$ cat src/hdl/assert_macros.svh
// Assertion helpers: real checks in simulation, nothing in synthesis.
`ifndef ASSERT_MACROS_SVH
`define ASSERT_MACROS_SVH

`ifndef SYNTHESIS
// Same-cycle implication.
`define ASSERT_IMP(lbl, c, r, ante, cons) \
	lbl: assert property (@(posedge c) disable iff (!r) (ante) |-> (cons)) \
		else $error("same-cycle implication failed");
// Next-cycle implication.
`define ASSERT_NXT(lbl, c, r, ante, cons) \
	lbl: assert property (@(posedge c) disable iff (!r) (ante) |=> (cons)) \
		else $error("next-cycle implication failed");
`else
`define ASSERT_IMP(lbl, c, r, ante, cons)
`define ASSERT_NXT(lbl, c, r, ante, cons)
`endif

`endif

$ cat src/hdl/efla_pkg.sv
package efla_pkg;

	localparam int ACT_W     = 3;
	localparam int OFF_W     = 24;
	localparam int IDX_W     = 8;
	localparam int BS_W      = 16;
	localparam int ST_W      = 2;
	localparam int CFG_IDX_W = 1;
	localparam int DIV_CNT_W = 5;

	typedef enum logic [ACT_W-1:0] {
		ACT_REINIT = 3'd0,
		ACT_ALLOC  = 3'd1,
		ACT_FREE   = 3'd2,
		ACT_CHECK  = 3'd3,
		ACT_QUERY  = 3'd4
	} action_t;

	typedef enum logic [ST_W-1:0] {
		ST_OK     = 2'd0,
		ST_NOFREE = 2'd1,
		ST_BADOFF = 2'd2
	} status_t;

	localparam logic [CFG_IDX_W-1:0] CFG_NUM_BLOCKS = 1'b0;
	localparam logic [CFG_IDX_W-1:0] CFG_BLOCK_SIZE = 1'b1;

	typedef struct packed {
		logic             done;
		logic             exact;
		logic [OFF_W-1:0] quo;
	} div_res_t;

endpackage

$ cat src/hdl/efla_div.sv
// Restoring divider, one quotient bit per cycle.
module efla_div (
	input  logic                        clk,
	input  logic                        arst_n,
	input  logic                        start,
	input  logic [efla_pkg::OFF_W-1:0]  dividend,
	input  logic [efla_pkg::BS_W-1:0]   divisor,
	output efla_pkg::div_res_t          res
);
	import efla_pkg::*;

	logic                 busy_q;
	logic                 done_q;
	logic [DIV_CNT_W-1:0] cnt_q;
	logic [OFF_W-1:0]     quo_q;
	logic [BS_W-1:0]      rem_q;
	logic [BS_W-1:0]      div_q;
	logic [BS_W:0]        shifted;
	logic [BS_W:0]        diff;
	logic                 ge;

	assign shifted = {rem_q, quo_q[OFF_W-1]};
	assign ge      = shifted >= {1'b0, div_q};
	assign diff    = shifted - {1'b0, div_q};

	always_ff @(posedge clk or negedge arst_n) begin
		if (!arst_n) begin
			busy_q <= 1'b0;
			done_q <= 1'b0;
			cnt_q  <= '0;
		end else begin
			done_q <= 1'b0;
			if (start) begin
				busy_q <= 1'b1;
				cnt_q  <= '0;
			end else if (busy_q) begin
				cnt_q <= cnt_q + DIV_CNT_W'(1);
				if (cnt_q == DIV_CNT_W'(OFF_W - 1)) begin
					busy_q <= 1'b0;
					done_q <= 1'b1;
				end
			end
		end
	end

	always_ff @(posedge clk) begin
		if (start) begin
			quo_q <= dividend;
			rem_q <= '0;
			div_q <= divisor;
		end else if (busy_q) begin
			quo_q <= {quo_q[OFF_W-2:0], ge};
			rem_q <= ge ? diff[BS_W-1:0] : shifted[BS_W-1:0];
		end
	end

	assign res.done  = done_q;
	assign res.exact = (rem_q == '0);
	assign res.quo   = quo_q;

endmodule

$ cat src/hdl/embedded_free_list_block_allocator.sv
// Channel  Handshake            Word
// cfg      cfg_we               cfg_index, cfg_data (num_blocks, block_size)
// in       in_valid / in_ready  action, block_offset, check_links
// out      out_valid / out_ready status, given_offset, given_index, answer,
//                               free_left, all_free
// Per word: allocate reads the head link, then S_ALLOC; unknown actions go to
// S_OUT; reinit writes one link per cycle in S_INIT (n blocks in use); free,
// query use the shared divider in S_DIV (skipped for zero block size), a query
// then walks links; a walking check first clears the visited map, one per cycle.
// Reset clears control only; the link memory holds no list until a reinit.
// A waiting output word holds the next word in S_OUT, with in_ready low there.
module embedded_free_list_block_allocator #(
	parameter int MAX_BLOCKS = 255
) (
	input  logic                             clk,
	input  logic                             arst_n,
	input  logic                             cfg_we,
	input  logic [efla_pkg::CFG_IDX_W-1:0]   cfg_index,
	input  logic [efla_pkg::BS_W-1:0]        cfg_data,
	input  logic                             in_valid,
	output logic                             in_ready,
	input  logic [efla_pkg::ACT_W-1:0]       action,
	input  logic [efla_pkg::OFF_W-1:0]       block_offset,
	input  logic                             check_links,
	output logic                             out_valid,
	input  logic                             out_ready,
	output logic [efla_pkg::ST_W-1:0]        status,
	output logic [efla_pkg::OFF_W-1:0]       given_offset,
	output logic [efla_pkg::IDX_W-1:0]       given_index,
	output logic                             answer,
	output logic [efla_pkg::IDX_W-1:0]       free_left,
	output logic                             all_free
);
	import efla_pkg::*;

	`include "assert_macros.svh"

	localparam int              AW      = $clog2(MAX_BLOCKS);
	localparam logic [IDX_W-1:0] MAX_IDX = IDX_W'(MAX_BLOCKS);

	typedef enum logic [7:0] {
		S_IDLE  = 8'b00000001,
		S_INIT  = 8'b00000010,
		S_DIV   = 8'b00000100,
		S_ALLOC = 8'b00001000,
		S_CLR   = 8'b00010000,
		S_WALK  = 8'b00100000,
		S_VIS   = 8'b01000000,
		S_OUT   = 8'b10000000
	} state_t;

	state_t state_q;

	// configuration
	logic [IDX_W-1:0] num_blocks_q;
	logic [BS_W-1:0]  block_size_q;

	// list state
	logic [IDX_W-1:0] head_q;
	logic [IDX_W-1:0] free_q;

	// per-word working registers
	action_t          act_q;
	logic [IDX_W-1:0] cnt_q;
	logic [IDX_W-1:0] tgt_q;

	// result stage
	status_t          r_status_q;
	logic [OFF_W-1:0] r_off_q;
	logic [IDX_W-1:0] r_idx_q;
	logic             r_ans_q;

	// link memory
	logic [IDX_W-1:0] link_mem [MAX_BLOCKS];
	logic [IDX_W-1:0] link_rd_s1;
	logic             rd_ok_s1;
	logic             mem_re;
	logic             mem_we;
	logic [IDX_W-1:0] mem_ra;
	logic [IDX_W-1:0] mem_wa;
	logic [IDX_W-1:0] mem_wd;

	// visited map memory, read at the link just fetched
	logic             vis_mem [MAX_BLOCKS];
	logic             vis_rd_s1;
	logic             vis_re;
	logic             vis_we;
	logic [IDX_W-1:0] vis_wa;
	logic             vis_wd;

	div_res_t         div_res;
	logic             div_start;

	action_t          act_in;
	logic             in_acc;
	logic [IDX_W-1:0] n_used;
	logic [IDX_W-1:0] link_cur;
	logic [IDX_W:0]   cnt_inc;
	logic             walk_end;
	logic             free_zero;
	logic             chk_ans_now;
	logic             chk_walk_go;
	logic             blk_ok;
	logic [IDX_W-1:0] blk;
	logic             q_ans_now;
	logic             q_walk_go;
	logic             w_hit;
	logic             w_go;
	logic             v_go;
	logic [OFF_W-1:0] prod;

	assign act_in   = action_t'(action);
	assign in_ready = (state_q == S_IDLE);
	assign in_acc   = in_valid && in_ready;

	// blocks in use, capped at the memory depth
	assign n_used    = (num_blocks_q > MAX_IDX) ? MAX_IDX : num_blocks_q;
	assign free_zero = (free_q == '0);

	// a link read beyond the memory reads as block zero
	assign link_cur = rd_ok_s1 ? link_rd_s1 : '0;
	assign cnt_inc  = {1'b0, cnt_q} + (IDX_W+1)'(1);
	assign walk_end = cnt_inc >= {1'b0, free_q};

	// check: decisions taken before any link is read
	assign chk_ans_now = (n_used < free_q) || (!free_zero && (head_q >= n_used));
	assign chk_walk_go = !(n_used < free_q) && !free_zero && (head_q < n_used)
		&& check_links && (free_q > IDX_W'(1));

	// free / query: offset must divide exactly and land inside the chunk
	assign blk_ok = div_res.exact && (div_res.quo < {{(OFF_W-IDX_W){1'b0}}, n_used});
	assign blk    = div_res.quo[IDX_W-1:0];
	assign q_ans_now = blk_ok && !free_zero && (head_q == blk);
	assign q_walk_go = blk_ok && !free_zero && (head_q != blk) && (free_q > IDX_W'(1));

	// walk step: link outside the chunk for check, match for query;
	// a check then looks the link up in the visited map in S_VIS
	assign w_hit = (act_q == ACT_CHECK) ? (link_cur >= n_used) : (link_cur == tgt_q);
	assign w_go  = (act_q != ACT_CHECK) && !w_hit && !walk_end;
	assign v_go  = !vis_rd_s1 && !walk_end;

	assign prod = {{(OFF_W-IDX_W){1'b0}}, head_q} * {{(OFF_W-BS_W){1'b0}}, block_size_q};

	assign div_start = (state_q == S_IDLE) && in_acc
		&& ((act_in == ACT_FREE) || (act_in == ACT_QUERY)) && (block_size_q != '0);

	efla_div u_div (
		.clk      (clk),
		.arst_n   (arst_n),
		.start    (div_start),
		.dividend (block_offset),
		.divisor  (block_size_q),
		.res      (div_res)
	);

	// link and visited memory port control
	always_comb begin
		mem_re = 1'b0;
		mem_ra = head_q;
		mem_we = 1'b0;
		mem_wa = cnt_q;
		mem_wd = cnt_inc[IDX_W-1:0];
		vis_re = 1'b0;
		vis_we = 1'b0;
		vis_wa = cnt_q;
		vis_wd = (cnt_q == head_q);
		unique case (state_q)
			S_IDLE: begin
				if (in_acc && (act_in == ACT_ALLOC) && !free_zero)
					mem_re = 1'b1;
			end
			S_INIT: begin
				mem_we = 1'b1;
			end
			S_DIV: begin
				if (div_res.done && blk_ok) begin
					if (act_q == ACT_FREE) begin
						mem_we = 1'b1;
						mem_wa = blk;
						mem_wd = head_q;
					end else if (q_walk_go) begin
						mem_re = 1'b1;
					end
				end
			end
			S_CLR: begin
				// clear the map, marking the head; fetch the head's link last
				vis_we = 1'b1;
				if (cnt_q == n_used - IDX_W'(1))
					mem_re = 1'b1;
			end
			S_WALK: begin
				if (w_go) begin
					mem_re = 1'b1;
					mem_ra = link_cur;
				end
				if ((act_q == ACT_CHECK) && !w_hit)
					vis_re = 1'b1;
			end
			S_VIS: begin
				if (!vis_rd_s1) begin
					vis_we = 1'b1;
					vis_wa = link_cur;
					vis_wd = 1'b1;
				end
				if (v_go) begin
					mem_re = 1'b1;
					mem_ra = link_cur;
				end
			end
			S_ALLOC, S_OUT: begin
			end
			default: begin
			end
		endcase
	end

	always_ff @(posedge clk) begin
		if (mem_we)
			link_mem[mem_wa[AW-1:0]] <= mem_wd;
		if (mem_re)
			link_rd_s1 <= link_mem[mem_ra[AW-1:0]];
	end

	always_ff @(posedge clk) begin
		if (vis_we)
			vis_mem[vis_wa[AW-1:0]] <= vis_wd;
		if (vis_re)
			vis_rd_s1 <= vis_mem[link_cur[AW-1:0]];
	end

	always_ff @(posedge clk or negedge arst_n) begin
		if (!arst_n) begin
			state_q      <= S_IDLE;
			num_blocks_q <= 8'd255;
			block_size_q <= 16'd16;
			head_q       <= '0;
			free_q       <= '0;
			rd_ok_s1     <= 1'b0;
			act_q        <= ACT_REINIT;
			cnt_q        <= '0;
			tgt_q        <= '0;
			r_status_q   <= ST_OK;
			r_off_q      <= '0;
			r_idx_q      <= '0;
			r_ans_q      <= 1'b0;
			out_valid    <= 1'b0;
		end else begin
			if (cfg_we) begin
				unique case (cfg_index)
					CFG_NUM_BLOCKS: num_blocks_q <= cfg_data[IDX_W-1:0];
					CFG_BLOCK_SIZE: block_size_q <= cfg_data;
					default: begin
					end
				endcase
			end

			if (mem_re)
				rd_ok_s1 <= (mem_ra < MAX_IDX);

			if (out_valid && out_ready)
				out_valid <= 1'b0;

			unique case (state_q)
				S_IDLE: begin
					if (in_acc) begin
						act_q      <= act_in;
						r_status_q <= ST_OK;
						r_off_q    <= '0;
						r_idx_q    <= '0;
						r_ans_q    <= 1'b0;
						cnt_q      <= '0;
						unique case (act_in)
							ACT_REINIT: begin
								if (n_used == '0) begin
									head_q  <= '0;
									free_q  <= '0;
									state_q <= S_OUT;
								end else begin
									state_q <= S_INIT;
								end
							end
							ACT_ALLOC: begin
								if (free_zero) begin
									r_status_q <= ST_NOFREE;
									state_q    <= S_OUT;
								end else begin
									state_q <= S_ALLOC;
								end
							end
							ACT_FREE, ACT_QUERY: begin
								if (block_size_q == '0) begin
									r_status_q <= ST_BADOFF;
									state_q    <= S_OUT;
								end else begin
									state_q <= S_DIV;
								end
							end
							ACT_CHECK: begin
								r_ans_q <= chk_ans_now;
								state_q <= chk_walk_go ? S_CLR : S_OUT;
							end
							default: begin
								state_q <= S_OUT;
							end
						endcase
					end
				end
				S_INIT: begin
					// link i -> i+1 written this cycle
					if (cnt_q == n_used - IDX_W'(1)) begin
						head_q  <= '0;
						free_q  <= n_used;
						state_q <= S_OUT;
					end else begin
						cnt_q <= cnt_inc[IDX_W-1:0];
					end
				end
				S_ALLOC: begin
					r_idx_q <= head_q;
					r_off_q <= prod;
					head_q  <= link_cur;
					free_q  <= free_q - IDX_W'(1);
					state_q <= S_OUT;
				end
				S_DIV: begin
					if (div_res.done) begin
						if (!blk_ok) begin
							r_status_q <= ST_BADOFF;
							state_q    <= S_OUT;
						end else if (act_q == ACT_FREE) begin
							// double free is not caught: block is pushed again
							head_q <= blk;
							if (free_q != '1)
								free_q <= free_q + IDX_W'(1);
							state_q <= S_OUT;
						end else begin
							tgt_q   <= blk;
							r_ans_q <= q_ans_now;
							cnt_q   <= IDX_W'(1);
							state_q <= q_walk_go ? S_WALK : S_OUT;
						end
					end
				end
				S_CLR: begin
					if (cnt_q == n_used - IDX_W'(1)) begin
						cnt_q   <= IDX_W'(1);
						state_q <= S_WALK;
					end else begin
						cnt_q <= cnt_inc[IDX_W-1:0];
					end
				end
				S_WALK: begin
					if (w_hit) begin
						r_ans_q <= 1'b1;
						state_q <= S_OUT;
					end else if (act_q == ACT_CHECK) begin
						state_q <= S_VIS;
					end else begin
						cnt_q <= cnt_inc[IDX_W-1:0];
						if (walk_end)
							state_q <= S_OUT;
					end
				end
				S_VIS: begin
					// revisit means a loop in the list
					if (vis_rd_s1) begin
						r_ans_q <= 1'b1;
						state_q <= S_OUT;
					end else begin
						cnt_q   <= cnt_inc[IDX_W-1:0];
						state_q <= walk_end ? S_OUT : S_WALK;
					end
				end
				S_OUT: begin
					if (!out_valid || out_ready) begin
						out_valid    <= 1'b1;
						state_q      <= S_IDLE;
					end
				end
				default: begin
					state_q <= S_IDLE;
				end
			endcase
		end
	end

	// output word register
	always_ff @(posedge clk) begin
		if ((state_q == S_OUT) && (!out_valid || out_ready)) begin
			status       <= r_status_q;
			given_offset <= r_off_q;
			given_index  <= r_idx_q;
			answer       <= r_ans_q;
			free_left    <= free_q;
			all_free     <= (free_q == num_blocks_q);
		end
	end

	`ASSERT_NXT(a_alloc_dec, clk, arst_n, state_q == S_ALLOC, free_q == $past(free_q) - 8'd1)
	`ASSERT_IMP(a_walk_bound, clk, arst_n, (state_q == S_WALK) || (state_q == S_VIS), cnt_q < free_q)
	`ASSERT_IMP(a_out_src, clk, arst_n, $rose(out_valid), $past(state_q == S_OUT))
	`ASSERT_IMP(a_div_busy, clk, arst_n, div_res.done, state_q == S_DIV)

endmodule

$ cat config.mk
export PLATFORM = sky130hd
export DESIGN_NAME = embedded_free_list_block_allocator
export DESIGN_NICKNAME = d
export VERILOG_FILES = /design/src/hdl/efla_pkg.sv /design/src/hdl/efla_div.sv /design/src/hdl/embedded_free_list_block_allocator.sv
export VERILOG_INCLUDE_DIRS = /design/src /design/src/hdl
export SDC_FILE = /design/constraint.sdc
export NUM_CORES = 2
export LEC_CHECK = 0
export ABC_CLOCK_PERIOD_IN_PS = 18600
export BUFFER_PORTS_ARGS = -buffer_cell sky130_fd_sc_hd__buf_2
export CORE_MARGIN = 4
export CORE_UTILIZATION = 49
export DETAILED_ROUTE_END_ITERATION = 8
export SYNTH_ARGS = -nofsm -noshare
export SYNTH_HDL_FRONTEND = slang
export SYNTH_SLANG_ARGS = --single-unit
$ cat constraint.sdc
create_clock -name clk -period 18.6 [get_ports clk]
set_input_delay 1.86 -clock clk [delete_from_list [all_inputs] [get_ports clk]]
set_output_delay 1.86 -clock clk [all_outputs]
set_load 0.01 [all_outputs]
==> key figures <==
Yosys
  • Netlist cell types: 100
  • Mux cell area share after synthesis: between 3 and 4%
  • Synth Flop Type: edfxtp_1
  • Async SR Flop Fraction: between 4 and 5%
  • Post-Synth XOR/XNOR Area: less than 1%
  • Flip-flop and latch count after synthesis: between 2,000 and 3,000
  • Main combinational cell family by area after synthesis: simple AND/OR/NAND/NOR gates
  • Mapped Nets: 8,534
  • EDFF count, synth: 2,388
  • Syn Area/Cell: approximately 13 um^2
  • Synth Area in Compound Gates: 8.710%
  • Seq/Total Area, Yosys: a little under 70%
  • Synth warn: 0
  • Simple logic cell fraction of the synthesized area: 12.53%
  • Post-Syn Area: between 100,000 and 150,000 um^2
  • Synthesized instance count: 8,293
  • Post-Synth Adder-Cell Area: 2.783%

Layout
  • Layout cells sized above 1: 10.01%
  • # nets final: about 8,500
  • Area Growth Syn to Fin: 11.31%
  • Fillers: about 18,000
  • Final Util: a little over half

Clock network
  • Hold-fix buffer count after cts: 0
  • CTS Root Cell: clkbuf_16
  • Post-cts resize count: 0
  • Reg clk slew, reported paths: 60 ps
  • H-tree depth: 5
  • Clock insertion delay at the later pin of the skew report: slightly above 900 ps
  • CTS tree: built
  • Clk buf depth: 4
  • Post-CTS setup buffers: 0
  • CTS Sinks: about 2,500
  • Num CTS Buffers: 280

Setup path
  • Crit Path Category: reg2reg
  • FF-to-FF setup slack: 9320 ps
  • Crit-path max cell delay: 980 ps
  • Worst setup EP type: flop
  • Worst Path Max Fanout: 87
  • Crit-path cells: ha_1 -> nand3_1 -> o21ai_0 -> nand2_1 -> ha_1 -> nand4_1 -> nor2_1 -> a311oi_1 -> o2111a_1 -> o21ai_4 -> buf_4 -> nand2_8 -> buf_4 -> buf_4 -> buf_4 -> or3_1 -> o221ai_1 -> a31oi_1 -> a21oi_1 -> o32ai_1 -> o211ai_1
  • CP max-delay cell: o32ai_1
  • Worst path arrival time: 9910 ps
  • WP data required: 19,220 ps
  • CP Launch Point: cnt_q[0]
  • CP top delay family: compound AO/OA/AOI/OAI gates
  • Buffers & Inverters on Critical Path: 4
  • Worst r2r src: cnt_q[0]
  • CP Launch Type: flop
  • Most frequent CP cell: buf_4

STA
  • Crit share post-route: 49.90%
  • Fmax: 107.7 MHz
  • Fin Clk Skew: slightly above 70 ps
  • Setup TNS: 0 ps
  • Slew @ Worst Pin: about 1400 ps
  • Worst setup margin: 9318 ps
  • Max-slew headroom: under 10%
  • RSZ-0062 raised after global routing: no
  • Fin. max-slew vios: 0
  • Fin crit period: between 9000 and 10,000 ps
  • Final setup vio count: 0
  • Final hold vios: 0

Global route
  • Vias in the first global route: approximately 68,000
  • First-pass GRT wire length: between 400 and 500 mm
  • Largest net degree at the start of global routing: about 180
  • GRT Total Usage: about 30%
  • Grt total ovfl: 0
  • Initial antenna violation count: 27

Routing
  • Routed vias/inst: around 6.4
  • Initial DRC Count: 10,830
  • WL/cell: just over 30 um
  • Antenna Nets Post-Route: 0
  • DRC: 0
  • Vias: ~73,000
  • DRT Pass-1 Iters: 9
  • Routed wire length: approximately 350 mm

Floorplanning
  • Ports: 96
  • Initial Util: 49.37%
  • Die Area: between 200,000 and 250,000 um^2
  • Die Height: between 400 and 500 um
  • # rows: 172
  • Die width: 479.2 um
  • Core ar.: about 220,000 um^2

Pwr
  • Overall power: between 15 and 20 mW
  • Leakage power: 41.44 nW
  • PwrDens: 150.0 nW/um^2
  • VDD IR max: around 0.16 mV

Placed design
  • GPL Wtd Cong: 0.9078
  • Worst slack, placed: roughly 9600 ps
  • Post-DP HPWL: between 200 and 250 mm
  • IO Port Bufs: between 90 and 100

Worst hold path
  • Hold path startpoint: r_off_q[1]
  • Hold Crit Class: reg2reg

Flow run
  • Max cap viols: 0

Run status
  • Outcome: complete, no violations
flip-flops by register name, indices dropped and copies added (netlist names), 2 cells and up:
register	cells
act_q	3
block_size_q	16
cnt_q	8
free_left	8
free_q	8
given_index	8
given_offset	24
head_q	8
link_mem	2040
link_rd_s1	8
num_blocks_q	8
r_idx_q	8
r_off_q	24
r_status_q	2
state_q	8
status	2
tgt_q	8
u_div.cnt_q	5
u_div.div_q	16
u_div.quo_q	24
u_div.rem_q	16
vis_mem	255
area by class of cell:
| class | count | area, um^2 | area share (%) |
|---|---|---|---|
| Sequential cell | 2515 | 74820 | 61.78 |
| Multi-Input combinational cell | 5042 | 31350 | 25.88 |
| Clock buffer | 346 | 7391 | 6.103 |
| Tap cell | 2958 | 3701 | 3.056 |
| Timing Repair Buffer | 283 | 2012 | 1.661 |
| Clock inverter | 122 | 1206 | 0.9960 |
| Inverter | 155 | 586.8 | 0.4846 |
| Antenna cell | 16 | 40.04 | 0.03306 |
where the power goes:
group | internal (mW) | switching, mW
sequential | 6.42 | 0.159
combinational | 1.92 | 4.35
clock | 3.13 | 2.19
total | 11.5 | 6.70
worst paths after layout:
| check | end | depth (start not counted) |
|---|---|---|
| worst min-delay path | given_offset[1] | 0 |
| worst max register to register | link_rd_s1[0] | 21 |
| worst max-delay path | link_rd_s1[0] | 21 |
| min in group asynchronous | tgt_q[5] | 1 |
| worst min register to register | given_offset[1] | 0 |
| max in group asynchronous | block_size_q[9] | 2 |
cells in the mapped netlist (all sizes together) (36+ instances only):
| cell type | count | area [um^2] |
|---|---|---|
| a211oi | 281 | 2115 |
| a21oi | 197 | 997.2 |
| a311oi | 76 | 665.6 |
| a31oi | 168 | 1051 |
| a32oi | 42 | 367.9 |
| and2 | 95 | 596.8 |
| and3 | 224 | 1401 |
| buf | 290 | 1491 |
| clkbuf | 291 | 1094 |
| dfrtp | 101 | 2527 |
| edfxtp | 2388 | 71710 |
| fa | 85 | 1702 |
| ha | 106 | 1326 |
| inv | 153 | 579.3 |
| mux2 | 36 | 412.9 |
| mux2i | 288 | 2890 |
| mux4 | 37 | 833.3 |
| nand2 | 1387 | 5214 |
| nand3 | 396 | 1992 |
| nand4 | 81 | 506.7 |
| nor2 | 642 | 2427 |
| nor3 | 71 | 381.6 |
| nor4 | 47 | 294.0 |
| o211ai | 37 | 282.8 |
| o21ai | 228 | 1160 |
| o221ai | 47 | 411.6 |
| xnor2 | 44 | 385.4 |
cells in the final DEF (no fill, tap or decap), types with 76 or more instances in the layout:
master and n:
a311oi_1 76, a21oi_1 181, a211oi_1 279, nand2_1 1375, nor2_1 635, nand3_1 391
buf_4 177, clkbuf_16 285, a31oi_1 166, buf_2 95, mux2i_1 279, and2_1 93
dfrtp_1 101, o21ai_0 217, nand4_1 81, ha_1 106, edfxtp_1 2388, fa_1 85
inv_1 150, and3_1 224
cell families after synthesis:
kind of cell    Yosys count
buf+inv                 736
xor+xnor                 61
flops                  2515
fa+ha+maj               191
compound gates         1368
mux                     361
simple gates           3061
layer usage:
metal / up-vias / part of all wire, % / GRT usage [%]
li1: 31070 / - / -
met1: 36790 / 40 / 42.73
met2: 4341 / 44 / 43.62
met3: 809 / 12 / 7.177
met4: 8 / 4.8 / 12.73
met5: - / 0.014 / 0
per-stage QoR:
stage	area (um^2)	cells	hold slack, ps
6_report	121100	11440	442.5
5_1_grt	121100	11420	460.4
4_1_cts	121000	11420	438.4
3_5_place_dp	112500	10950	434.5
3_3_place_gp	112400	10950	432.7
2_1_floorplan	108800	8293	423.1
(Power assumes the default switching activity.)
